--- src/design/tgc_pkg.sv ---
// ----------------------------------------------------------------------------
// tgc_pkg: shared types and constants of the tilt gesture counter
// Field widths, beat structs, command and register codes, and the
// intermediate result structs passed between the lanes and merge stages.
// ----------------------------------------------------------------------------
package tgc_pkg;

  localparam int SAMPLE_BITS   = 16;
  localparam int TIME_BITS     = 48;
  localparam int COUNT_BITS    = 4;
  localparam int THR_BITS      = 16;
  localparam int SPAN_BITS     = 24;
  localparam int NUM_LANES     = 3;
  localparam int PROD_BITS     = 2 * SAMPLE_BITS;
  localparam int SQ_BITS       = PROD_BITS - 1;
  localparam int NORM_BITS     = PROD_BITS;
  localparam int DOT_BITS      = PROD_BITS + 2;
  localparam int NM_BITS       = 2 * NORM_BITS;
  localparam int HALF_BITS     = NM_BITS / 2;
  localparam int PART_BITS     = HALF_BITS + THR_BITS;
  localparam int SCALED_BITS   = NM_BITS + THR_BITS;
  localparam int CFG_IDX_BITS  = 3;
  localparam int CFG_DATA_BITS = SPAN_BITS;
  localparam int CNT_BITS      = 3;

  // |g|^2 * |ref|^2 at or below this floor treats the cosine as exactly one.
  localparam logic [NM_BITS-1:0] NORM_FLOOR = NM_BITS'(64'd28147497671);

  // Step-counter value at which the arithmetic stages are finished.
  localparam logic [CNT_BITS-1:0] CALC_LAST = CNT_BITS'(5);

  localparam logic [COUNT_BITS-1:0] RST_GESTURES = COUNT_BITS'(3);
  localparam logic [THR_BITS-1:0]   RST_DOWN_COS = THR_BITS'(49149);
  localparam logic [THR_BITS-1:0]   RST_UP_COS   = THR_BITS'(62684);
  localparam logic [SPAN_BITS-1:0]  RST_SETTLE   = SPAN_BITS'(400000);
  localparam logic [SPAN_BITS-1:0]  RST_HOLD     = SPAN_BITS'(1200000);

  typedef enum logic [1:0] {
    CMD_RESTART = 2'd0,
    CMD_TICK    = 2'd1,
    CMD_SHORT   = 2'd2,
    CMD_LONG    = 2'd3
  } cmd_t;

  typedef enum logic [CFG_IDX_BITS-1:0] {
    CFG_GESTURES = 3'd0,
    CFG_DOWN_COS = 3'd1,
    CFG_UP_COS   = 3'd2,
    CFG_SETTLE   = 3'd3,
    CFG_HOLD     = 3'd4
  } cfg_idx_t;

  typedef enum logic [1:0] {
    ST_IDLE,
    ST_CALC,
    ST_DECIDE
  } state_t;

  typedef struct packed {
    cmd_t                          command;
    logic [TIME_BITS-1:0]          now_time;
    logic                          sample_valid;
    logic signed [SAMPLE_BITS-1:0] grav_x;
    logic signed [SAMPLE_BITS-1:0] grav_y;
    logic signed [SAMPLE_BITS-1:0] grav_z;
  } in_payload_t;

  typedef struct packed {
    logic [COUNT_BITS-1:0] gesture_count;
    logic                  is_tilted;
    logic                  reference_ready;
    logic                  gesture_pulse;
    logic                  complete_pulse;
    logic                  advance_pulse;
    logic                  exit_request;
  } out_payload_t;

  typedef struct packed {
    logic [PROD_BITS-1:0] dot;
    logic [SQ_BITS-1:0]   gsq;
    logic [SQ_BITS-1:0]   rsq;
  } lane_res_t;

  typedef struct packed {
    logic [NORM_BITS-1:0] adot;
    logic                 dot_pos;
    logic [NORM_BITS-1:0] n;
    logic [NORM_BITS-1:0] m;
  } merge_res_t;

  typedef struct packed {
    logic below;
    logic above;
  } cos_res_t;

endpackage

--- src/design/tgc_lane.sv ---
// ----------------------------------------------------------------------------
// tgc_lane: per-axis product lane
// Forms the axis term of the dot product and both squared components
// for one axis of the sample and the reference vector.
// ----------------------------------------------------------------------------
module tgc_lane
  import tgc_pkg::*;
(
  input  logic                          clk,
  input  logic signed [SAMPLE_BITS-1:0] g,
  input  logic signed [SAMPLE_BITS-1:0] r,
  output lane_res_t                     res
);

  logic signed [PROD_BITS-1:0] p_dot;
  logic signed [PROD_BITS-1:0] p_gg;
  logic signed [PROD_BITS-1:0] p_rr;
  lane_res_t                   res_r;

  assign p_dot = g * r;
  assign p_gg  = g * g;
  assign p_rr  = r * r;

  // Squares are never negative, so the top bit carries nothing.
  always_ff @(posedge clk) begin
    res_r.dot <= p_dot;
    res_r.gsq <= p_gg[SQ_BITS-1:0];
    res_r.rsq <= p_rr[SQ_BITS-1:0];
  end

  assign res = res_r;

endmodule

--- config.mk ---
export PLATFORM = sky130hd
export DESIGN_NAME = tgc_lane
export DESIGN_NICKNAME = d
export VERILOG_FILES = /design/src/design/tgc_pkg.sv /design/src/design/tgc_lane.sv
export SDC_FILE = /design/constraint.sdc
export NUM_CORES = 2
export LEC_CHECK = 0
export BUFFER_PORTS_ARGS = -buffer_cell sky130_fd_sc_hd__buf_4
export CAP_MARGIN = 10
export CORE_MARGIN = 4
export CORE_UTILIZATION = 55
export CTS_CLUSTER_SIZE = 16
export DETAILED_ROUTE_END_ITERATION = 7
export PLACE_DENSITY = 0.7
export SLEW_MARGIN = 20
export SYNTH_ARGS = -nofsm -noshare
export SYNTH_HDL_FRONTEND = slang
export SYNTH_SLANG_ARGS = --single-unit
--- constraint.sdc ---
create_clock -name clk -period 18.95 [get_ports clk]
set_input_delay 3.79 -clock clk [delete_from_list [all_inputs] [get_ports clk]]
set_output_delay 3.79 -clock clk [all_outputs]
set_load 0.02 [all_outputs]
==> impl_metrics.yaml <==
status:
  outcome: "finished, final reports clean"
yosys:
  synth_xor_xnor_area_share_pct: 3.62
  synth_ff_type: "dfxtp_1"
  synth_simple_gate_area_share_pct: 11.1
  synthMuxAreaShare_pct: 0.111
  synth_edf_count: 0
  syn_area_per_cell_um2: 9.25
  seq_area_frac_synth_pct: 6.30
  async_flop_share_pct: 0
  ys_seq_elements: 92
  syn_area_um2: 29200
  synth_cell_types: 72
  yosysWarnings: 0
  synth_top_family_by_area: "adder cells"
  synthCells: 3160
  synth_compound_area_share_pct: 5.00
  synthAdderAreaFrac_pct: 60.2
timing:
  finalSetupTns_ns: 0
  period_share_pct: 53.8
  rsz0062_at_grt: "false"
  fin_crit_ns: 10.19
  hold_violations: 0
  slew_violations: 0
  whs_ns: 3.68
  clock.fmax_mhz: 98.1
  tightest_slew_ns: 1.00
  slew_headroom_pct: 32.9
  finalSetupViolCount: 0
detailed_routing:
  drt-vias-per-instance: 5.25
  top_layer: "met4"
  num_vias: 20400
  drt-met1-wl_um: 26000
  drc: 0
  ant_nets: 0
  wl_met2_um: 34800
  routedWlPerCell_um: 17.5
  wl_met3_um: 4550
  first_iter_violations: 1019
  drt_first_pass_iters: 5
  wl_um: 67800
setup_path:
  cp-end-kind: "flip-flop"
  setup.worst_path.start: "r[15]"
  critical_path_buf_inv_count: 4
  cp-start-kind: "primary input"
  critical-path-top-delay-family: "adder cells"
  critical_path_arrival_ns: 10.47
  worstPathMaxFanout: 28
  cp_common_cell: "fa_1"
  slowest_stage: "clkinv_1"
  crit_required_ns: 19.22
  worstSetupPathType: "primary input to flip-flop"
  cp.depth: 19
  path_cells: "buf_4 -> clkinv_1 -> nor2_1 -> fa_1 -> fa_1 -> fa_1 -> fa_1 -> fa_1 -> inv_1 -> fa_1 -> inv_1 -> ha_1 -> and4_1 -> nand3_1 -> o31a_1 -> and3_4 -> or4_4 -> a211oi_1 -> a211oi_2"
  slowest_delay_ns: 0.84
finish:
  final_common_cell: "inv_1"
  num_antenna_cells: 0
  final_util_pct: 58.8
  layout.nets: 4197
  drive_gt1_share_pct: 5.17
  layoutNonFillerInstCount: 3882
  area_growth_pct: 5.61
  layout_common_cells: "939 x inv_1, 721 x fa_1, 286 x nand2_1"
  largest_register_ffs: 92
min_path:
  min_path_type: "primary input to flip-flop"
  worstHoldStart: "r[0]"
  whs_path_depth: 1
placed_design:
  gp_congestion: 0.893
  dp_cells: 3866
  port_buffers: 124
  dp_hpwl_um: 55300
clock_network:
  cts_tree: "done"
  clock_path_buffers: 2
  cts-root-buf: "clkbuf_16"
  clk_pin_slew_worst_paths_ns: 0.08
  cts_num_sinks: 92
  cts-buffers-inserted: 9
  cts_setup_buffers: 0
  hold_buffers: 0
  htreeDepth: 3
  cts_resized: 0
die:
  die_w_um: 239
  start_util_pct: 55.6
  dieArea_um2: 56900
  coreArea_um2: 52600
  fp.dieH_um: 239
  num_rows: 84
  ios: 127
grt:
  grt_pass1_vias: 23300
  grt.overflow.total: 0
  grt.total_usage_pct: 25.4
  grt_max_degree: 38
  grt_antenna_before_repair: 0
  grt_pass1_wl_um: 115000
flow_run:
  cap_violations: 0
[Yosys cell counts, drive strengths merged (4+ instances only)]
master	n	area share, %
a211oi	12	0.33
a21o	44	1.1
a21oi	51	0.87
a31o	10	0.30
a31oi	6	0.13
and2	147	3.1
and3	12	0.27
buf	10	0.17
clkbuf	95	1.3
clkinv	7	0.090
dfxtp	92	6.3
fa	721	49
ha	254	11
inv	942	12
nand2	287	3.7
nand2b	8	0.17
nand3	15	0.26
nor2	168	2.2
nor2b	10	0.21
nor3	22	0.38
o2111ai	4	0.12
o21a	12	0.31
o21ai	31	0.53
o21bai	12	0.31
or2	8	0.17
or3	4	0.086
xnor2	97	2.9
xor2	24	0.72
[through the flow]
stage | worst slack (ns) | cell area [um^2]
floorplan | 9.33 | 29200
global placement | 8.62 | 30600
detailed placement | 8.42 | 30600
CTS | 8.88 | 30900
global route | 8.54 | 30900
finish | 8.76 | 30900
[layout make-up]
cell class	count	area, um^2
well taps	688	861
clock buffers	12	246
repair buffers	124	931
inverters	949	3560
fillers	4576	21700
clock inverters	4	32.5
flip-flops and latches	92	1840
multi-input cells	2013	23400
[path summary, 6_finish.rpt]
| kind | to | slack, ns |
|---|---|---|
| min | res[0] | 3.68 |
| max | res[93] | 8.76 |
[metal layers]
layer	global-route usage, %	up-vias
met5	0	-
met4	9.34	0
met3	4.87	141
met2	44.6	647
met1	31.5	10400
li1	-	9177
[kinds of logic after synthesis]
kind of cell,after synthesis
flip-flops,92
AO/OA/AOI/OAI,212
buffers and inverters,1056
adder cells (fa/ha/maj),975
AND/OR/NAND/NOR,700
other,1
multiplexers,3
XOR/XNOR,121
Power is not shown: default switching activity piles up to over one toggle a cycle in this logic, so the estimate is an artifact.
