`src/design/tgc_pkg.sv`:
```
// ----------------------------------------------------------------------------
// tgc_pkg: shared types and constants of the tilt gesture counter
// Field widths, beat structs, command and register codes, and the
// intermediate result structs passed between the lanes and merge stages.
// ----------------------------------------------------------------------------
package tgc_pkg;

  localparam int SAMPLE_BITS   = 16;
  localparam int TIME_BITS     = 48;
  localparam int COUNT_BITS    = 4;
  localparam int THR_BITS      = 16;
  localparam int SPAN_BITS     = 24;
  localparam int NUM_LANES     = 3;
  localparam int PROD_BITS     = 2 * SAMPLE_BITS;
  localparam int SQ_BITS       = PROD_BITS - 1;
  localparam int NORM_BITS     = PROD_BITS;
  localparam int DOT_BITS      = PROD_BITS + 2;
  localparam int NM_BITS       = 2 * NORM_BITS;
  localparam int HALF_BITS     = NM_BITS / 2;
  localparam int PART_BITS     = HALF_BITS + THR_BITS;
  localparam int SCALED_BITS   = NM_BITS + THR_BITS;
  localparam int CFG_IDX_BITS  = 3;
  localparam int CFG_DATA_BITS = SPAN_BITS;
  localparam int CNT_BITS      = 3;

  // |g|^2 * |ref|^2 at or below this floor treats the cosine as exactly one.
  localparam logic [NM_BITS-1:0] NORM_FLOOR = NM_BITS'(64'd28147497671);

  // Step-counter value at which the arithmetic stages are finished.
  localparam logic [CNT_BITS-1:0] CALC_LAST = CNT_BITS'(5);

  localparam logic [COUNT_BITS-1:0] RST_GESTURES = COUNT_BITS'(3);
  localparam logic [THR_BITS-1:0]   RST_DOWN_COS = THR_BITS'(49149);
  localparam logic [THR_BITS-1:0]   RST_UP_COS   = THR_BITS'(62684);
  localparam logic [SPAN_BITS-1:0]  RST_SETTLE   = SPAN_BITS'(400000);
  localparam logic [SPAN_BITS-1:0]  RST_HOLD     = SPAN_BITS'(1200000);

  typedef enum logic [1:0] {
    CMD_RESTART = 2'd0,
    CMD_TICK    = 2'd1,
    CMD_SHORT   = 2'd2,
    CMD_LONG    = 2'd3
  } cmd_t;

  typedef enum logic [CFG_IDX_BITS-1:0] {
    CFG_GESTURES = 3'd0,
    CFG_DOWN_COS = 3'd1,
    CFG_UP_COS   = 3'd2,
    CFG_SETTLE   = 3'd3,
    CFG_HOLD     = 3'd4
  } cfg_idx_t;

  typedef enum logic [1:0] {
    ST_IDLE,
    ST_CALC,
    ST_DECIDE
  } state_t;

  typedef struct packed {
    cmd_t                          command;
    logic [TIME_BITS-1:0]          now_time;
    logic                          sample_valid;
    logic signed [SAMPLE_BITS-1:0] grav_x;
    logic signed [SAMPLE_BITS-1:0] grav_y;
    logic signed [SAMPLE_BITS-1:0] grav_z;
  } in_payload_t;

  typedef struct packed {
    logic [COUNT_BITS-1:0] gesture_count;
    logic                  is_tilted;
    logic                  reference_ready;
    logic                  gesture_pulse;
    logic                  complete_pulse;
    logic                  advance_pulse;
    logic                  exit_request;
  } out_payload_t;

  typedef struct packed {
    logic [PROD_BITS-1:0] dot;
    logic [SQ_BITS-1:0]   gsq;
    logic [SQ_BITS-1:0]   rsq;
  } lane_res_t;

  typedef struct packed {
    logic [NORM_BITS-1:0] adot;
    logic                 dot_pos;
    logic [NORM_BITS-1:0] n;
    logic [NORM_BITS-1:0] m;
  } merge_res_t;

  typedef struct packed {
    logic below;
    logic above;
  } cos_res_t;

endpackage

```
`src/design/tgc_merge.sv`:
```
// ----------------------------------------------------------------------------
// tgc_merge: lane merge stage
// Sums the lane terms into the dot product and the two squared norms,
// and splits the dot product into sign and magnitude.
// ----------------------------------------------------------------------------
module tgc_merge
  import tgc_pkg::*;
(
  input  logic       clk,
  input  lane_res_t  lanes [NUM_LANES],
  output merge_res_t res
);

  logic signed [DOT_BITS-1:0] dot_sum;
  logic signed [DOT_BITS-1:0] dot_abs;
  merge_res_t                 res_r;

  assign dot_sum = DOT_BITS'($signed(lanes[0].dot)) + DOT_BITS'($signed(lanes[1].dot))
                 + DOT_BITS'($signed(lanes[2].dot));
  assign dot_abs = dot_sum[DOT_BITS-1] ? -dot_sum : dot_sum;

  // The magnitude is at most three full-scale products and fits the norm width.
  always_ff @(posedge clk) begin
    res_r.adot    <= dot_abs[NORM_BITS-1:0];
    res_r.dot_pos <= (dot_sum > 0);
    res_r.n       <= NORM_BITS'(lanes[0].gsq) + NORM_BITS'(lanes[1].gsq)
                   + NORM_BITS'(lanes[2].gsq);
    res_r.m       <= NORM_BITS'(lanes[0].rsq) + NORM_BITS'(lanes[1].rsq)
                   + NORM_BITS'(lanes[2].rsq);
  end

  assign res = res_r;

endmodule

```
`config.mk`:
```
export PLATFORM = sky130hd
export DESIGN_NAME = tgc_merge
export DESIGN_NICKNAME = d
export VERILOG_FILES = /design/src/design/tgc_pkg.sv /design/src/design/tgc_merge.sv
export SDC_FILE = /design/constraint.sdc
export NUM_CORES = 1
export LEC_CHECK = 0
export BUFFER_PORTS_ARGS = -buffer_cell sky130_fd_sc_hd__buf_4
export CAP_MARGIN = 20
export CORE_AREA = 2 2 147 149
export CTS_CLUSTER_DIAMETER = 120
export DETAILED_ROUTE_END_ITERATION = 7
export DIE_AREA = 0 0 149 151
export PLACE_DENSITY = 0.74
export SKIP_LAST_GASP = 1
export SYNTH_ARGS = -nofsm -noshare
export SYNTH_HDL_FRONTEND = slang
export SYNTH_SLANG_ARGS = --single-unit
```
`constraint.sdc`:
```
create_clock -name clk -period 12 [get_ports clk]
set_clock_uncertainty 0.15 [all_clocks]
set_input_delay 3 -clock clk [delete_from_list [all_inputs] [get_ports clk]]
set_output_delay 3 -clock clk [all_outputs]
set_load 0.01 [all_outputs]
```
==> summary.md, run 1 <==
| Metric | Value |
|---|---|
| Status | finished, final reports clean |
| Setup TNS | 0 ns |
| # Max-Cap Violations | 0 |
| Worst slew pin tran | 0.678 ns |
| Post-Route WL | 27.0 mm |
| Die extent in y | 151 µm |
| Number of port buffers | 379 |
| Iter 0 DRT Violations | 341 |
| Synth warnings | 0 |
| Residual DRC | 0 |
| Routed len/inst | 17.0 µm |
| Number of global-route vias before repair | 8427 |
| Clock buffer depth | 2 |
| Crit-path slowest cell | or4b_4 |
| Syn Area/Cell | 9.78 µm² |
| Ys async rst share | 0% |
| Share of layout cells above drive strength 1 | 32.0% |
| Power density cells | 167 nW/µm² |
| Initial core utilization | 43.8% |
| Post-Synth XOR/XNOR Area | 9.98% |
| Cells after Synth | 932 |
| CP Capture Type | flip-flop |
| Adder-Cell Fraction of Synth Area | 34.1% |
| Post-synth top flop | dfxtp_1 |
| Storage cell area | 1940 µm² |
| Final Max Tran Viols | 0 |
| Top-Level Pins | 380 |
| Crit path time final | 7.17 ns |
| Post-DRT Antenna Nets | 0 |
| Num CTS Buffers | 9 |
| Final setup fails | 0 |
| Sw power | 0.852 mW |
| # Post-CTS Setup Buffers | 0 |
| VDD IR max | 0.0804 mV |
| Period utilisation layout | 59.7% |
| Sw frac | 40.7% |
| Largest family of logic cells by synthesized area | adder cells |
| Synth cell types | 70 |
| CP peak stage delay | 0.60 ns |
| Routability Congestion | 0.880 |
| Synth Register Bits | 97 |
| CTS Root Cell | clkbuf_16 |
| RSZ-0062 raised after global routing | no |
| Synth Area in Compound Gates | 21.2% |
| Worst Setup Start Kind | input pin |
| Grt ovf | 0 |
| GRT Total Usage | 23.6% |
| Worst slew margin | 53.6% |
| Via/cell ratio | 5.28 |
| First-pass GRT wire length | 41.7 mm |
| Power Internal | 1.24 mW |
| Critical path class | in2reg |
| # hold bufs at CTS | 0 |
| Synthesized cell area | 9120 µm² |
| Core Area | 20800 µm² |
| Final nets | 1787 |
| FILL cells | 1860 |
| FMAX | 0.140 GHz |
| Die ar. | 22500 µm² |
| CTS tree | yes |
| DIE WIDTH | 149 µm |
| TritonRoute pass-1 iters | 5 |
| Hold Slack | 2.84 ns |
| Leak | 5.88 nW |
| P&R area growth vs syn | 37.8% |
| Area taken by multi-input logic gates | 6970 µm² |
| Row Count | 53 |
| Initial antenna violation count | 1 |
| Max reg flops | 97 |
| Comb power frac | 60.1% |
| H-tree Lvls | 3 |
| WP data required | 12.08 ns |
| Worst-path fanout max | 5 |
| Post_cts resized | 0 |
| Crit path DAT | 7.25 ns |
| Largest net degree at the start of global routing | 26 |
| Post-Synth Simple-Gate Area | 11.0% |
| Via count | 8416 |
| Sequential area share after synthesis | 21.3% |
| Sink Count | 97 |
| CTS clock-pin slew for the worst setup and hold paths | 0.07 ns |
| Final hold vios | 0 |
| Crit-path cells | buf_4 > fa_1 > ha_1 > fa_1 > a21o_1 > a221oi_2 > o211ai_1 > a21o_1 > xor2_1 > or2_4 > or4_4 > or4b_4 > o31a_1 > xor2_1 |
| Sequential power share | 25.9% |
| Multiplexer share of the synthesized area | 0.220% |
| Syn Nets | 1405 |
| EDFF count, synth | 0 |
| Placed wire-length estimate | 23.5 mm |
| Hold WC Path Type | in2reg |
| Clock Power Share | 13.9% |
==> through the flow <==
| step | utilization, % | std cells | setup WS, ns | instance area (µm²) | total power, mW |
|---|---|---|---|---|---|
| global placement | 59.0 | 1578 | 4.55 | 12300 | 1.80 |
| detailed placement | 59.0 | 1578 | 4.51 | 12300 | 1.81 |
| finish | 60.4 | 1594 | 4.83 | 12600 | 2.10 |
| CTS | 60.4 | 1593 | 4.87 | 12600 | 2.11 |
| floorplan | - | 932 | 4.92 | 9120 | 1.27 |
| global route | 60.4 | 1594 | 4.55 | 12600 | 2.25 |
==> worst max-delay path, delay by kind of cell <==
family | cells | cell delay (ns)
buffers and inverters | 1 | 0.11
XOR/XNOR | 2 | 0.31
adder cells (fa/ha/maj) | 3 | 1.17
AO/OA/AOI/OAI | 5 | 1.30
AND/OR/NAND/NOR | 3 | 1.35
==> final cells by class <==
class                      instances  share of cell area, %
multi-input combinational        783                   55.5
sequential                        97                   15.4
clock inverter                     3                  0.199
tap                              275                   2.74
inverter                          42                   1.25
antenna                            1                 0.0199
timing repair buffer             381                   22.8
clock buffer                      12                   2.12
==> synthesized netlist by cell type, drive strengths merged, types with 5 or more instances <==
library cell / n / area (µm²)
nor3: 16 / 80.1
nor4: 5 / 31.3
a211oi: 13 / 108
or3: 5 / 31.3
o211ai: 7 / 52.6
a21oi: 77 / 389
nand2: 46 / 173
xnor2: 74 / 648
o21ai: 56 / 284
a221oi: 7 / 67.6
fa: 97 / 1940
and3: 10 / 68.8
a21boi: 5 / 37.5
o21a: 19 / 143
nor2: 54 / 203
o31ai: 8 / 70.1
a21o: 43 / 323
ha: 93 / 1160
o41ai: 5 / 58.8
xor2: 29 / 262
o21bai: 8 / 60.1
nand3: 18 / 90.1
a31oi: 8 / 50.1
nor2b: 9 / 63.8
nand4: 11 / 68.8
nand2b: 9 / 56.3
dfxtp: 97 / 1940
inv: 42 / 158
clkbuf: 7 / 26.3
==> cells by family (layout without fill, tap and decap cells) <==
family,count (synthesis),in the layout
buffers and inverters,52,438
multiplexers,2,2
adder cells (fa/ha/maj),190,190
AND/OR/NAND/NOR,200,200
flip-flops,97,97
XOR/XNOR,103,103
AO/OA/AOI/OAI,288,288
other,0,1
==> layout by cell type (no fill, tap or decap), types with 11 or more instances in the layout <==
cell type    n
nor3_1      16
xnor2_1     74
xor2_1      28
a21oi_1     76
o21ai_0     50
a21o_1      43
a211oi_1    11
inv_1       42
nand4_1     11
nand2_1     46
fa_1        97
nor2_1      54
ha_1        93
dfxtp_1     97
buf_4      381
o21a_1      19
nand3_1     18
==> routing by layer <==
| metal | wire (µm) | global-route usage, % |
|---|---|---|
| met1 | 10500 | 28.2 |
| met2 | 13700 | 41.8 |
| met5 | 0 | 0 |
| met3 | 2160 | 5.48 |
| met4 | 671 | 7.86 |
==> power groups by stage <==
stage / logic, mW / registers (mW) / clock network, mW
global placement: 1.25 / 0.549 / 0
finish: 1.26 / 0.544 / 0.292
floorplan: 0.654 / 0.615 / 0
CTS: 1.27 / 0.544 / 0.300
detailed placement: 1.26 / 0.547 / 0
global route: 1.39 / 0.555 / 0.313
==> worst paths after layout <==
| check | endpoint | depth (start not counted) | slack, ns | from |
|---|---|---|---|---|
| min | res[65]$_DFF_P_ | 2 | 2.84 | lanes[250] |
| max | res[95]$_DFF_P_ | 14 | 4.83 | lanes[63] |
Note: power is estimated with default switching activity, not from simulation.
==> inputs of run 2 (changes only) <==
--- a/config.mk
+++ b/config.mk
@@ -5,13 +5,14 @@
 export SDC_FILE = /design/constraint.sdc
 export NUM_CORES = 1
 export LEC_CHECK = 0
+export ABC_AREA = 1
 export BUFFER_PORTS_ARGS = -buffer_cell sky130_fd_sc_hd__buf_4
 export CAP_MARGIN = 20
-export CORE_AREA = 2 2 147 149
+export CORE_AREA = 2 2 153 155
 export CTS_CLUSTER_DIAMETER = 120
 export DETAILED_ROUTE_END_ITERATION = 7
-export DIE_AREA = 0 0 149 151
-export PLACE_DENSITY = 0.74
+export DIE_AREA = 0 0 155 157
+export PLACE_DENSITY = 0.78
 export SKIP_LAST_GASP = 1
 export SYNTH_ARGS = -nofsm -noshare
 export SYNTH_HDL_FRONTEND = slang
==> constraint.sdc (replaced) <==
create_clock -name clk -period 6.2 [get_ports clk]
set_clock_uncertainty 0.15 [all_clocks]
set_input_delay 1.55 -clock clk [delete_from_list [all_inputs] [get_ports clk]]
set_output_delay 1.55 -clock clk [all_outputs]
set_load 0.01 [all_outputs]
==> run 2 against run 1 <==
Compared with the run above: core utilization up 1.9 points; first-iteration DRC count up 70%; critical path type unchanged; via count up 30%; area after synthesis up 15%; sequential power up 93%; hold slack worse by 1.5 ns; highest routed layer unchanged.
==> summary.md, run 2 <==
| Metric | Value |
|---|---|
| Initial core utilization | 46.6% |
| GRT Total Usage | 26.2% |
| Iter 0 DRT Violations | 581 |
| Post-synth top flop | dfxtp_1 |
| Post-synth top area cell | dfxtp_1 |
| Crit path DAT | 4.63 ns |
| Final setup fails | 0 |
| # Post-CTS Setup Buffers | 0 |
| Die extent in y | 157 µm |
| Syn Nets | 1923 |
| Number of global-route vias before repair | 10842 |
| Via/cell ratio | 5.14 |
| Critical path's top delay family | simple AND/OR/NAND/NOR gates |
| Post-DRT Antenna Nets | 0 |
| Synth top area cells | dfxtp_1 (18%), fa_1 (18%), nand2_1 (15%), ha_1 (11%), inv_1 (7.0%) |
| Placement Cell Area | 13700 µm² |
| VDD IR max | 0.143 mV |
| Leak | 7.35 nW |
| CTS Root Cell | clkbuf_16 |
| Status | finished, final reports clean |
| CTS tree | yes |
| Final Total Pwr | 4.41 mW |
| Residual DRC | 0 |
| Count leader, synth | nand2_1 |
| Worst slew margin | 65.9% |
| Hold Slack | 1.35 ns |
| Crit path buf inv count | 3 |
| Final Max Tran Viols | 0 |
| CP Capture Type | flip-flop |
| DIE WIDTH | 155 µm |
| Most frequent cells in the layout | nand2_1 (420), buf_4 (380), inv_1 (195) |
| Setup TNS | 0 ns |
| Top-Level Pins | 380 |
| EDFF count, synth | 0 |
| Critical path class | in2reg |
| RSZ-0062 raised after global routing | no |
| Clock buffer depth | 2 |
| WP data required | 6.29 ns |
| Routability Congestion | 0.953 |
| Post_cts resized | 0 |
| Worst slew pin tran | 0.506 ns |
| Crit-path slowest cell | fa_1 |
| Sequential area share after synthesis | 18.5% |
| Share of layout cells above drive strength 1 | 25.4% |
| Sink Count | 97 |
| TritonRoute pass-1 iters | 6 |
| PnR worst setup slack | 1.66 ns |
| Placed cell count | 2112 |
| H-tree Lvls | 3 |
| Pre-CTS WS | 1.33 ns |
| Period utilisation layout | 73.2% |
| Post-Route WL | 32.4 mm |
| Die ar. | 24300 µm² |
| Share of the synthesized area in the top cell type | 18.5% |
| Synth cell types | 36 |
| Hold WC Path Type | in2reg |
| Synthesized cell area | 10500 µm² |
| Commonest non-fill, non-tap cell in the layout | nand2_1 |
| Synth warnings | 0 |
| CP peak stage delay | 0.47 ns |
| CP dominant cell by count | nand2_1 |
| Initial antenna violation count | 0 |
| Placed wire-length estimate | 28.7 mm |
| Via count | 10932 |
| FMAX | 0.220 GHz |
| # Max-Cap Violations | 0 |
| Largest net degree at the start of global routing | 21 |
| Final core occ | 62.2% |
| Synth Register Bits | 97 |
| Crit-path cells | buf_4 > fa_1 > ha_1 > fa_1 > nand2_1 > nand2_1 > nand3_1 > nand2_1 > nand2_1 > nand2_2 > nand4_1 > nand3_1 > nand2_2 > inv_1 > nor2_1 > xor2_1 > inv_1 |
| Fin cells | 2128 |
| Final hold vios | 0 |
| Final nets | 2311 |
| CTS clock-pin slew for the worst setup and hold paths | 0.07 ns |
| # hold bufs at CTS | 0 |
| Worst Setup Start Kind | input pin |
| Number of port buffers | 379 |
| Crit path time final | 4.54 ns |
| Num CTS Buffers | 9 |
| Max reg flops | 97 |
| Ys async rst share | 0% |
| Row Count | 55 |
| Worst-path fanout max | 20 |
| Grt ovf | 0 |
| Power density cells | 315 nW/µm² |
| Synth top cells by count | nand2_1 (420), inv_1 (195), nor2_1 (108), a21oi_1 (104) |
| Routed len/inst | 15.2 µm |
| Final Cell Area | 14000 µm² |
| P&R area growth vs syn | 33.4% |
| Diode count | 0 |
| Core Area | 22500 µm² |
| First-pass GRT wire length | 51.2 mm |
| Syn Area/Cell | 7.24 µm² |
| Cells after Synth | 1450 |
-- run 2: layout make-up --
class                      count  area [µm²]
fill                        2042        8500
multi-input combinational   1147        7770
timing repair buffer         380        2850
sequential                    97        1940
inverter                     203         762
tap                          285         357
clock buffer                  10         229
clock inverter                 6        90.1
-- run 2: per-layer routing --
layer / track usage, % / routed length, µm / vias to the layer above
met5: 0 / 0 / -
met4: 12.2 / 1390 / 0
met3: 4.19 / 2140 / 81
met2: 48.1 / 16400 / 420
met1: 29.8 / 12500 / 5027
li1: - / - / 5404
-- run 2: kinds of logic (layout without fill, tap and decap cells) --
group                    after synthesis  in the layout  share of synthesized area, %
buffers and inverters                206            599                          7.49
XOR/XNOR                              72             72                          6.08
AND/OR/NAND/NOR                      688            688                          28.1
AO/OA/AOI/OAI                        197            197                          10.2
flip-flops                            97             97                          18.5
adder cells (fa/ha/maj)              190            190                          29.6
-- run 2: report_power, final --
| group | internal [mW] | switching (mW) | leakage (nW) | total, mW |
|---|---|---|---|---|
| Sequential | 0.942 | 0.109 | 0.818 | 1.05 |
| Clock | 0.355 | 0.254 | 0.153 | 0.609 |
| Combinational | 1.15 | 1.60 | 6.38 | 2.75 |
-- run 2: worst paths after layout --
check | start | end | slack [ns] | depth (start not counted)
max | lanes[63] | res[81]$_DFF_P_ | 1.66 | 17
min | lanes[250] | res[65]$_DFF_P_ | 1.35 | 2
